--- src/rtl/core/qrs_fifo.sv ---
// ----------------------------------------------------------------------------
// qrs_fifo
// Small register queue decoupling the front from the back.
// ----------------------------------------------------------------------------
`default_nettype none

module qrs_fifo #(
  parameter int unsigned WIDTH = 8,
  parameter int unsigned DEPTH = 4
) (
  input  logic             clk_i,
  input  logic             rst_ni,
  input  logic             push_i,
  output logic             full_o,
  input  logic [WIDTH-1:0] data_i,
  input  logic             pop_i,
  output logic             empty_o,
  output logic [WIDTH-1:0] data_o
);

  localparam int unsigned PTRW = (DEPTH > 1) ? $clog2(DEPTH) : 1;
  localparam int unsigned CNTW = $clog2(DEPTH + 1);

  logic [WIDTH-1:0] mem_q [DEPTH];
  logic [PTRW-1:0]  wptr_q, wptr_d;
  logic [PTRW-1:0]  rptr_q, rptr_d;
  logic [CNTW-1:0]  cnt_q, cnt_d;
  logic             do_push;
  logic             do_pop;

  assign full_o  = (cnt_q == CNTW'(DEPTH));
  assign empty_o = (cnt_q == '0);
  assign do_push = push_i && !full_o;
  assign do_pop  = pop_i && !empty_o;
  assign data_o  = mem_q[rptr_q];

  // Pointer and count update
  always_comb begin
    wptr_d = wptr_q;
    rptr_d = rptr_q;
    cnt_d  = cnt_q;
    if (do_push) begin
      wptr_d = (wptr_q == PTRW'(DEPTH - 1)) ? '0 : wptr_q + PTRW'(1);
    end
    if (do_pop) begin
      rptr_d = (rptr_q == PTRW'(DEPTH - 1)) ? '0 : rptr_q + PTRW'(1);
    end
    if (do_push && !do_pop) begin
      cnt_d = cnt_q + CNTW'(1);
    end else if (do_pop && !do_push) begin
      cnt_d = cnt_q - CNTW'(1);
    end
  end

  always_ff @(posedge clk_i or negedge rst_ni) begin
    if (!rst_ni) begin
      wptr_q <= '0;
      rptr_q <= '0;
      cnt_q  <= '0;
    end else begin
      wptr_q <= wptr_d;
      rptr_q <= rptr_d;
      cnt_q  <= cnt_d;
    end
  end

  // Storage
  always_ff @(posedge clk_i) begin
    if (do_push) begin
      mem_q[wptr_q] <= data_i;
    end
  end

endmodule

`default_nettype wire

--- config.mk ---
export PLATFORM = sky130hd
export DESIGN_NAME = qrs_fifo
export DESIGN_NICKNAME = d
export VERILOG_FILES = /design/src/rtl/core/qrs_fifo.sv
export SDC_FILE = /design/constraint.sdc
export NUM_CORES = 1
export LEC_CHECK = 0
export ABC_CLOCK_PERIOD_IN_PS = 3700
export BUFFER_PORTS_ARGS = -buffer_cell sky130_fd_sc_hd__buf_4
export CORE_MARGIN = 10
export CORE_UTILIZATION = 58
export DETAILED_ROUTE_END_ITERATION = 10
export PLACE_DENSITY = 0.84
export REMOVE_ABC_BUFFERS = 1
export SLEW_MARGIN = 10
export SYNTH_ARGS = -nofsm -noshare
export SYNTH_HDL_FRONTEND = slang
export SYNTH_SLANG_ARGS = --single-unit
--- constraint.sdc ---
create_clock -name clk_i -period 3.7 [get_ports clk_i]
set_input_delay 0.74 -clock clk_i [delete_from_list [all_inputs] [get_ports clk_i]]
set_output_delay 0.74 -clock clk_i [all_outputs]
set_load 0.05 [all_outputs]
Word level (Yosys, flattened, before mapping)
Memory sizes are Yosys's and may differ from the RTL's.
Index checks and enable logic that the tools add are counted.

cells by class
  mux-type cells = 6
  reductions and logical operators = 10
  add/sub/neg operators = 4
  equality and inequality tests = 3

operators with widths
  operator                                           number
  2-to-1 mux 3 bit                                   2
  adder 2 x 1 -> 2 bit (second input constant)       2
  == test 2 bit (second input constant)              2
  logical AND 1 bit                                  4
  logical NOT 1 bit                                  4
  2-to-1 mux 2 bit                                   2
  adder 3 x 1 -> 3 bit (second input constant)       1
  == test 3 bit (second input constant)              1
  logical NOT 3 bit                                  1
  subtractor 3 x 1 -> 3 bit (second input constant)  1
  2-to-1 mux 1 bit                                   2
  nonzero test 2 bit                                 1

storage, ports and cells
  output and inout port bits = 10
  flip-flop bits (word level) = 7
  RAM bits = 32
  memories = 1
  input bits = 12
  word-level logic and storage cells = 27

memory list
  memory  words  bits a word  rd ports  clocked after memory_dff  write ports  line  text
  mem_q   4      8            1         0                         1            24    logic [WIDTH-1:0] mem_q [DEPTH];

Logic depth before layout (Yosys ltp)
Gate-level depths: netlist (run 1).

  depth after elaboration = 7
  mapped depth = 9
  mapped depth without buffers = 8

Worst setup path before layout (run 1)
Ideal clock, no wire load.

  path kind = reg2reg
  from = register cnt_q[0]
  to = register cnt_q[2]
  data required time = 3.621 ns
  path buffers = 0
  path slack = 0.709 ns
  clock period less this slack = 2.991 ns
  setup time = 0.079 ns
  cell stages (with the launch flop) = 9
  arrival = 2.912 ns
  cell sequence = dfrtp_1 > nor3_1 > nand2b_4 > ha_1 > inv_1 > fa_1 > xor2_1 > nor2_1 > xor2_1

between the ends
  longest elaborated chain between the ends = 6
  elaborated cells on any way between the ends = 15
  those cells by class = 2 x add/sub; 1 x eq/ne; 2 x mux; 10 x reduce/logical

RTL lines
  what                                                           line  text
  start: declaration                                             27    logic [CNTW-1:0] cnt_q, cnt_d;
  start signal: assignment                                       63    cnt_q <= cnt_d;
  logical NOT 3 bit *                                            32    assign empty_o = (cnt_q == '0);
  named net empty_o                                              17    output logic empty_o,
  logical NOT 1 bit *                                            34    assign do_pop = pop_i && !empty_o;
  logical AND 1 bit *                                            34
  logical NOT 1 bit                                              48    if (do_push && !do_pop) begin
  logical AND 1 bit                                              48
  2-to-1 mux 3 bit / nonzero test 2 bit (equally long branches)  --

Mark *: on every way through the listed nets, which the timed path passes. The rest lies on a longest branch. The select of a mux whose other input is x is not followed.
A chain may end at the register's enable or synchronous reset.

Worst setup path after layout (run 1)
  from = register rptr_q[0]
  to = output data_o[3]

between the ends
  longest elaborated chain between the ends = 1

RTL lines
  what                      line  text
  start: declaration        26    logic [PTRW-1:0] rptr_q, rptr_d;
  start signal: assignment  62    rptr_q <= rptr_d;
  memory read (4 x 8 bit)   --
  end: declaration          18    output logic [WIDTH-1:0] data_o

Every way passes these cells.

==> out/metrics.yaml, run 1 <==
slowest_stage: "dfrtp_1"
synth.area.top_cells: "edfxtp_1 (59%), mux4_2 (11%), dfrtp_1 (11%)"
swShare_pct: 38.6
dieArea_um2: 5310
pwr-share-seq_pct: 41.6
routed_wl_um: 2610
ctsHoldBuffers: 0
postSynthAreaPerCell_um2: 20.5
dp_cells: 128
antenna_left: 0
startpoint_type: "register"
drt-initial-drc-count: 55
num_vias: 756
synth_area_um2: 1620
crit_chain: "mux4_2, buf_4"
power_density_nw_per_um2: 899
reg2reg_from: "cnt_q[2]$_DFFE_PN0P_"
rsz0062_at_grt: "no"
wire_per_inst_um: 19.2
cp_slowest_stage_delay_ns: 0.72
r2r_end: "cnt_q[2]$_DFFE_PN0P_"
drtPass1Iterations: 4
ys_ff_latch: 39
period_minus_slack_ns: 2.60
pin_count: 22
netlist.area_leader.share_pct: 59.3
post-route-period-util_pct: 70.3
setup_viol: 0
maxCapViolations: 0
ctsResizeCount: 0
critPathArrivalTime_ns: 1.86
track_usage_pct: 11.0
grt_overflow: 0
synth_area_leader_cell: "edfxtp_1"
p_clk_share_pct: 16.2
final_cells: 136
die_x_um: 72.9
port_buffers: 21
cp-end-kind: "output pin"
area_delta_synth_final_pct: 15.6
max_slew_margin_pct: 62.2
root_buffer: "clkbuf_4"
slew_viol_final: 0
antenna_found_initial: 0
start_util_pct: 59.8
numCtsBuffers: 5
vdd_drop_max_v: 0.000747
cts_tree: "yes"
n_antenna_cell: 0
power.internal_mw: 1.03
clkLatencyLatePin_ns: 0.34
post_cts_buffers: 0
critical_path_peak_fanout: 11
dpl_cell_area_um2: 1800
die_h_um: 72.9
finalHoldViolCount: 0
synth_cell_type_count: 19
fmax_ghz: 0.385
fin_nets: 123
combPwrFrac_pct: 42.2
avgViaCountPerCell: 5.56
drive_above_1_share_pct: 45.7
r2r_slack_ns: 1.66
reg2regPathDepth: 8
grt_pass1_vias: 882
leakage_nw: 0.713
clk_pin_slew_ns: 0.11
synth.yosys.seq_area_share_pct: 70.1
clockBufferDepth: 2
crit_type: "register to output pin"
syn_inst: 79
tightest_slew_ns: 0.566
gp_congestion: 0.770
final_area_um2: 1870
grt_start_max_net_pins: 13
num_rows: 19
cts_sinks: 39
tns_ns: 0
fill_cells: 188
min_path_type: "input port to async pin"
outcome: "complete, no violations"
grt_first_pass_wirelength_um: 4290
drc: 0
cp.required_ns: 2.96
place_hpwl_um: 1960
htree_levels: 2
p_sw_uw: 650
ys_warn_count: 0
skew_ns: 0.00314
core_area_um2: 2710
==> layer usage <==
metal	track usage, %	up-vias	share of wire, %	wire [µm]
met5	0	-	0	0
met3	5.03	6	5.1	134
li1	-	353	-	-
met2	18.8	15	55	1430
met4	5.06	0	1.8	48
met1	11.1	382	38	994
==> placed cells by master (no fill, tap or decap) <==
master | netlist | layout
fa_1 | 1 | 1
ha_1 | 6 | 6
clkbuf_4 | 0 | 5
mux4_2 | 8 | 8
buf_4 | 0 | 21
clkinv_2 | 0 | 1
inv_1 | 3 | 3
nor3b_4 | 1 | 1
mux2_4 | 2 | 2
nand2b_4 | 1 | 1
xnor2_1 | 1 | 1
clkinv_1 | 0 | 1
nor2b_2 | 1 | 1
mux2_2 | 3 | 3
xor2_1 | 2 | 2
edfxtp_1 | 32 | 32
and2_2 | 4 | 4
dfrtp_1 | 7 | 7
bufinv_16 | 0 | 1
nor2_1 | 3 | 3
nor3_1 | 1 | 1
==> worst max-delay path: cells and delay by family (launching register included) <==
| family | cells | cell delay (ns) |
|---|---|---|
| multiplexers | 1 | 0.59 |
| flip-flops | 1 | 0.72 |
| buffers and inverters | 1 | 0.21 |
==> power groups by stage <==
stage | clock network (mW) | logic (mW) | registers [mW]
2_1_floorplan | 0 | 0.544 | 0.682
3_3_place_gp | 0 | 0.695 | 0.703
3_5_place_dp | 0 | 0.724 | 0.714
4_1_cts | 0.278 | 0.726 | 0.704
5_1_grt | 0.298 | 0.763 | 0.721
6_report | 0.273 | 0.711 | 0.699
==> through the flow <==
stage | worst slack (ns) | power [mW] | utilization [%] | hold slack, ns
2_1_floorplan | 0.709 | 1.23 | - | 0.444
3_3_place_gp | 1.45 | 1.40 | 66.3 | 0.485
3_5_place_dp | 1.42 | 1.44 | 66.3 | 0.494
4_1_cts | 1.04 | 1.71 | 69.1 | 0.174
5_1_grt | 0.953 | 1.78 | 69.1 | 0.167
6_report | 1.10 | 1.68 | 69.1 | 0.181
==> final cells by class <==
class / count / area (µm²) / share of cell area [%]
flip-flops and latches: 39 / 1140 / 60.7
inverters: 3 / 11.3 / 0.601
clock inverters: 3 / 38.8 / 2.07
well taps: 31 / 38.8 / 2.07
clock buffers: 5 / 37.5 / 2.00
multi-input cells: 34 / 453 / 24.2
repair buffers: 21 / 158 / 8.42
==> logic make-up after synthesis <==
kind of cell | Yosys count | synth area share (%)
simple gates | 11 | 5.41
flops | 39 | 70.1
buf+inv | 6 | 1.93
mux | 13 | 15.1
xor+xnor | 3 | 1.62
fa+ha+maj | 7 | 5.87
==> registers in the layout (all words and copies together), names as in the netlist <==
register	count
cnt_q	3
mem_q	32
rptr_q	2
wptr_q	2
==> cell usage after synthesis <==
master     n
nor2b_2    1
xor2_1     2
nor3b_4    1
nand2b_4   1
mux2_2     3
and2_2     4
edfxtp_1  32
buf_1      1
ha_1       6
mux4_2     8
fa_1       1
nor2_1     3
xnor2_1    1
inv_1      3
mux2_4     2
buf_6      1
dfrtp_1    7
buf_2      1
nor3_1     1
==> how the worst max path moves through the flow <==
stage | from | end | slack (ns) | depth (start not counted)
2_1_floorplan | cnt_q[0]$_DFFE_PN0P_ | cnt_q[2]$_DFFE_PN0P_ | 0.71 | 8
3_3_place_gp | push_i | cnt_q[2]$_DFFE_PN0P_ | 1.45 | 8
3_5_place_dp | push_i | cnt_q[2]$_DFFE_PN0P_ | 1.42 | 8
4_1_cts | rptr_q[0]$_DFFE_PN0P_ | data_o[3] | 1.04 | 2
5_1_grt | rptr_q[0]$_DFFE_PN0P_ | data_o[3] | 0.95 | 2
6_report | rptr_q[0]$_DFFE_PN0P_ | data_o[3] | 1.10 | 2
Power figures use the tool's default switching activity.
==> inputs of run 2 (changes only) <==
ABC_CLOCK_PERIOD_IN_PS = 2280   (was 3700)
CORE_UTILIZATION = 50   (was 58)
PLACE_DENSITY = 0.78   (was 0.84)
clock period = 2.28 ns   (was 3.7 ns; I/O delays follow)
==> out/metrics.yaml, run 2 (synthesis results as in run 1) <==
final_common_cell: "edfxtp_1"
grt_start_max_net_pins: 14
period_minus_slack_ns: 2.15
outcome: "complete, no violations"
root_buffer: "clkbuf_4"
reg2regPathDepth: 8
power.internal_mw: 1.69
grt_pass1_vias: 891
max_slew_margin_pct: 71.9
cts_tree: "yes"
layout_common_cells: "edfxtp_1 (32), buf_4 (22), mux4_2 (8)"
dp_cells: 142
drt-initial-drc-count: 19
skew_ns: 0.0147
pin_count: 22
num_rows: 20
p_clk_share_pct: 16.5
place_hpwl_um: 1870
track_usage_pct: 9.88
cp-end-kind: "output pin"
pwr-share-seq_pct: 41.6
vdd_drop_max_v: 0.000643
crit_type: "register to output pin"
power_density_nw_per_um2: 1430
final_cells: 151
slew_viol_final: 0
min_path_type: "input port to register"
tightest_slew_ns: 0.422
finalHoldViolCount: 0
drc: 0
maxCapViolations: 0
gp_congestion: 0.677
routed_wl_um: 2580
fmax_ghz: 0.465
numCtsBuffers: 5
cts_sinks: 39
start_util_pct: 52.6
grt_first_pass_wirelength_um: 4400
clockBufferDepth: 2
antenna_found_initial: 0
post_cts_buffers: 0
htree_levels: 2
leakage_nw: 0.724
antenna_left: 0
hold_depth: 1
n_antenna_cell: 0
area_delta_synth_final_pct: 18.1
die_h_um: 76.9
setup_viol: 0
dieArea_um2: 5920
die_x_um: 76.9
hold_slack_ns: 0.296
reg_top3: "mem_q: 32 flops, cnt_q: 3 flops"
num_vias: 759
clk_pin_slew_ns: 0.12
p_sw_mw: 1.05
startpoint_type: "register"
rsz0062_at_grt: "no"
top_register: "mem_q"
core_area_um2: 3080
drive_above_1_share_pct: 47.7
grt_overflow: 0
combPwrFrac_pct: 41.8
drtPass1Iterations: 5
cp.required_ns: 1.82
critical_path_peak_fanout: 11
wire_per_inst_um: 17.1
critPathArrivalTime_ns: 1.70
avgViaCountPerCell: 5.03
clkLatencyLatePin_ns: 0.35
post-route-period-util_pct: 94.4
swShare_pct: 38.3
largest_reg_flops: 32
port_buffers: 21
fin_nets: 125
run 2: cell count changes in the layout (fill, tap and decap cells not counted), sizes merged:
cell | before | now
dlygate4sd3 | 0 | 1
buf | 21 | 22
run 2: worst paths after layout:
kind	startpoint	to	slack, ns
setup reg to reg	cnt_q[0]$_DFFE_PN0P_	cnt_q[2]$_DFFE_PN0P_	0.24
max in group asynchronous	rst_ni	rptr_q[0]$_DFFE_PN0P_	1.71
hold reg to reg	cnt_q[2]$_DFFE_PN0P_	cnt_q[2]$_DFFE_PN0P_	0.51
setup / recovery	rptr_q[0]$_DFFE_PN0P_	data_o[6]	0.13
hold / removal	data_i[6]	mem_q[2][6]$_DFFE_PP_	0.30
min in group asynchronous	rst_ni	cnt_q[2]$_DFFE_PN0P_	0.44
run 2: cell type report:
type / instances / area, µm²
clock buffers: 5 / 37.5
clock inverters: 3 / 43.8
fillers: 249 / 1160
inverters: 3 / 11.3
multi-input cells: 34 / 453
flip-flops and latches: 39 / 1140
well taps: 44 / 55.1
repair buffers: 23 / 175
run 2: worst max-delay path, cell delays in order (launching register included):
cell,delay [ns]
dfrtp_2,0.59
mux4_2,0.55
buf_4,0.20
run 2: routing by layer:
| metal | GRT usage [%] | vias to the layer above | part of all wire, % |
|---|---|---|---|
| met5 | 0 | - | 0 |
| met4 | 6.69 | 0 | 2.1 |
| met3 | 3.50 | 7 | 4.9 |
| met2 | 15.9 | 18 | 51 |
| met1 | 10.7 | 375 | 42 |
| li1 | - | 359 | - |
run 2: repair_timing:
action                                  in CTS  in global routing
hold buffers                                 1                  0
hold endpoints to repair                     7                  0
endpoints found under the setup margin       8                  0
resized for setup                            1                  0
run 2: metrics by stage:
stage	setup TNS (ns)	setup slack, ns	util, %	instance area [µm²]	total power, mW
after CTS	0	0.0822	62.2	1910	2.78
after floorplan	-1.79	-0.711	-	1600	1.99
after global placement	0	0.325	59.1	1820	2.29
after detailed placement	0	0.267	59.1	1820	2.32
after global routing	0	0.0198	62.2	1910	2.91
final	0	0.128	62.2	1910	2.73
run 2: power groups by stage:
stage / Clock (mW) / Sequential (mW) / Combinational, mW
after floorplan: 0 / 1.11 / 0.883
after global placement: 0 / 1.14 / 1.14
after detailed placement: 0 / 1.16 / 1.16
after CTS: 0.468 / 1.15 / 1.16
after global routing: 0.501 / 1.17 / 1.24
final: 0.452 / 1.14 / 1.14
==> inputs of run 3 (changes only) <==
CORE_ASPECT_RATIO = 0.9   (was unset)
==> out/metrics.yaml, run 3 (synthesis results as in run 1) <==
drt-initial-drc-count: 50
core_area_um2: 3090
dieArea_um2: 5920
wire_per_inst_um: 18.2
setup_viol: 0
gp_congestion: 0.659
p_sw_mw: 1.07
cp.required_ns: 1.82
reg_top3: "mem_q: 32 flops, cnt_q: 3 flops"
grt_overflow: 0
critical_path_peak_fanout: 11
grt_first_pass_wirelength_um: 4400
pin_count: 22
cts_sinks: 39
track_usage_pct: 10.1
min_path_type: "input port to register"
tightest_slew_ns: 0.433
startpoint_type: "register"
root_buffer: "clkbuf_4"
period_minus_slack_ns: 2.15
numCtsBuffers: 5
post_cts_buffers: 0
finalHoldViolCount: 0
drc: 0
combPwrFrac_pct: 44.0
antenna_left: 0
clk_pin_slew_ns: 0.12
grt_pass1_vias: 839
max_slew_margin_pct: 71.1
die_x_um: 80.0
cp-end-kind: "output pin"
num_rows: 19
r2r_slack_ns: 0.13
crit_type: "register to output pin"
htree_levels: 2
clkLatencyLatePin_ns: 0.34
layout_common_cells: "edfxtp_1 (32), buf_4 (22), mux4_2 (8)"
skew_ns: 0.00964
final_common_cell: "edfxtp_1"
swShare_pct: 40.3
drtPass1Iterations: 4
place_hpwl_um: 1950
dp_cells: 140
tns_ns: 0
final_cells: 149
start_util_pct: 52.4
vdd_drop_max_v: 0.000927
p_clk_share_pct: 12.9
clockBufferDepth: 2
port_buffers: 21
critPathArrivalTime_ns: 1.69
cts_tree: "yes"
fin_nets: 125
top_register: "mem_q"
power.internal_mw: 1.58
leakage_nw: 0.707
pwr-share-seq_pct: 43.1
outcome: "complete, no violations"
maxCapViolations: 0
drive_above_1_share_pct: 46.7
rsz0062_at_grt: "no"
routed_wl_um: 2720
antenna_found_initial: 0
n_antenna_cell: 0
grt_start_max_net_pins: 13
area_delta_synth_final_pct: 16.2
num_vias: 777
post-route-period-util_pct: 94.3
fmax_ghz: 0.465
final_core_util_pct: 60.9
die_h_um: 74.0
largest_reg_flops: 32
avgViaCountPerCell: 5.21
power_density_nw_per_um2: 1410
slew_viol_final: 0
==> run 3: through the flow <==
step	instance area [µm²]	setup WS (ns)	total power, mW	hold WS (ns)
after floorplan	1600	-0.711	1.99	0.160
after global placement	1820	0.305	2.28	0.275
after detailed placement	1820	0.130	2.35	0.276
after CTS	1880	0.0979	2.68	0.297
after global routing	1880	0.0202	2.80	0.276
final	1880	0.130	2.65	0.307
==> run 3: layout make-up <==
cell class	instances	area, µm²
Fill cell	242	1210
Sequential cell	39	1140
Multi-Input combinational cell	34	453
Timing Repair Buffer	23	175
Tap cell	42	52.6
Clock buffer	6	41.3
Clock inverter	2	12.5
Inverter	3	11.3
==> run 3: final timing paths <==
| kind | startpoint | end | depth (start not counted) |
|---|---|---|---|
| max in group asynchronous | rst_ni | rptr_q[0]$_DFFE_PN0P_ | 2 |
| worst min-delay path | data_i[5] | mem_q[2][5]$_DFFE_PP_ | 1 |
| worst min register to register | cnt_q[2]$_DFFE_PN0P_ | cnt_q[2]$_DFFE_PN0P_ | 1 |
| worst max register to register | cnt_q[0]$_DFFE_PN0P_ | cnt_q[2]$_DFFE_PN0P_ | 8 |
| min in group asynchronous | rst_ni | cnt_q[1]$_DFFE_PN0P_ | 2 |
| worst max-delay path | rptr_q[0]$_DFFE_PN0P_ | data_o[4] | 2 |
==> run 3: metal layers <==
metal  vias to the layer above  global-route usage [%]  part of all wire [%]
met2                        17                    16.3                    53
li1                        357                       -                     -
met3                         6                    4.94                   5.8
met1                       397                    11.1                    39
met5                         -                       0                     0
met4                         0                    4.69                   1.8
==> run 3: worst max-delay path, stage by stage (launching register included) <==
cell	delay, ns
dfrtp_2	0.58
mux4_2	0.56
buf_4	0.21
==> run 3: power groups by stage <==
stage | clock network [mW] | logic, mW | registers [mW]
5_1_grt | 0.380 | 1.25 | 1.17
2_1_floorplan | 0 | 0.883 | 1.11
6_report | 0.341 | 1.16 | 1.14
4_1_cts | 0.346 | 1.19 | 1.15
3_5_place_dp | 0 | 1.18 | 1.16
3_3_place_gp | 0 | 1.14 | 1.14
==> run 3: repair_timing <==
item,4_1_cts,5_1_grt
resized for setup,1,0
hold buffers,1,0
setup endpoints to repair,8,0
endpoints found under the hold margin,7,0
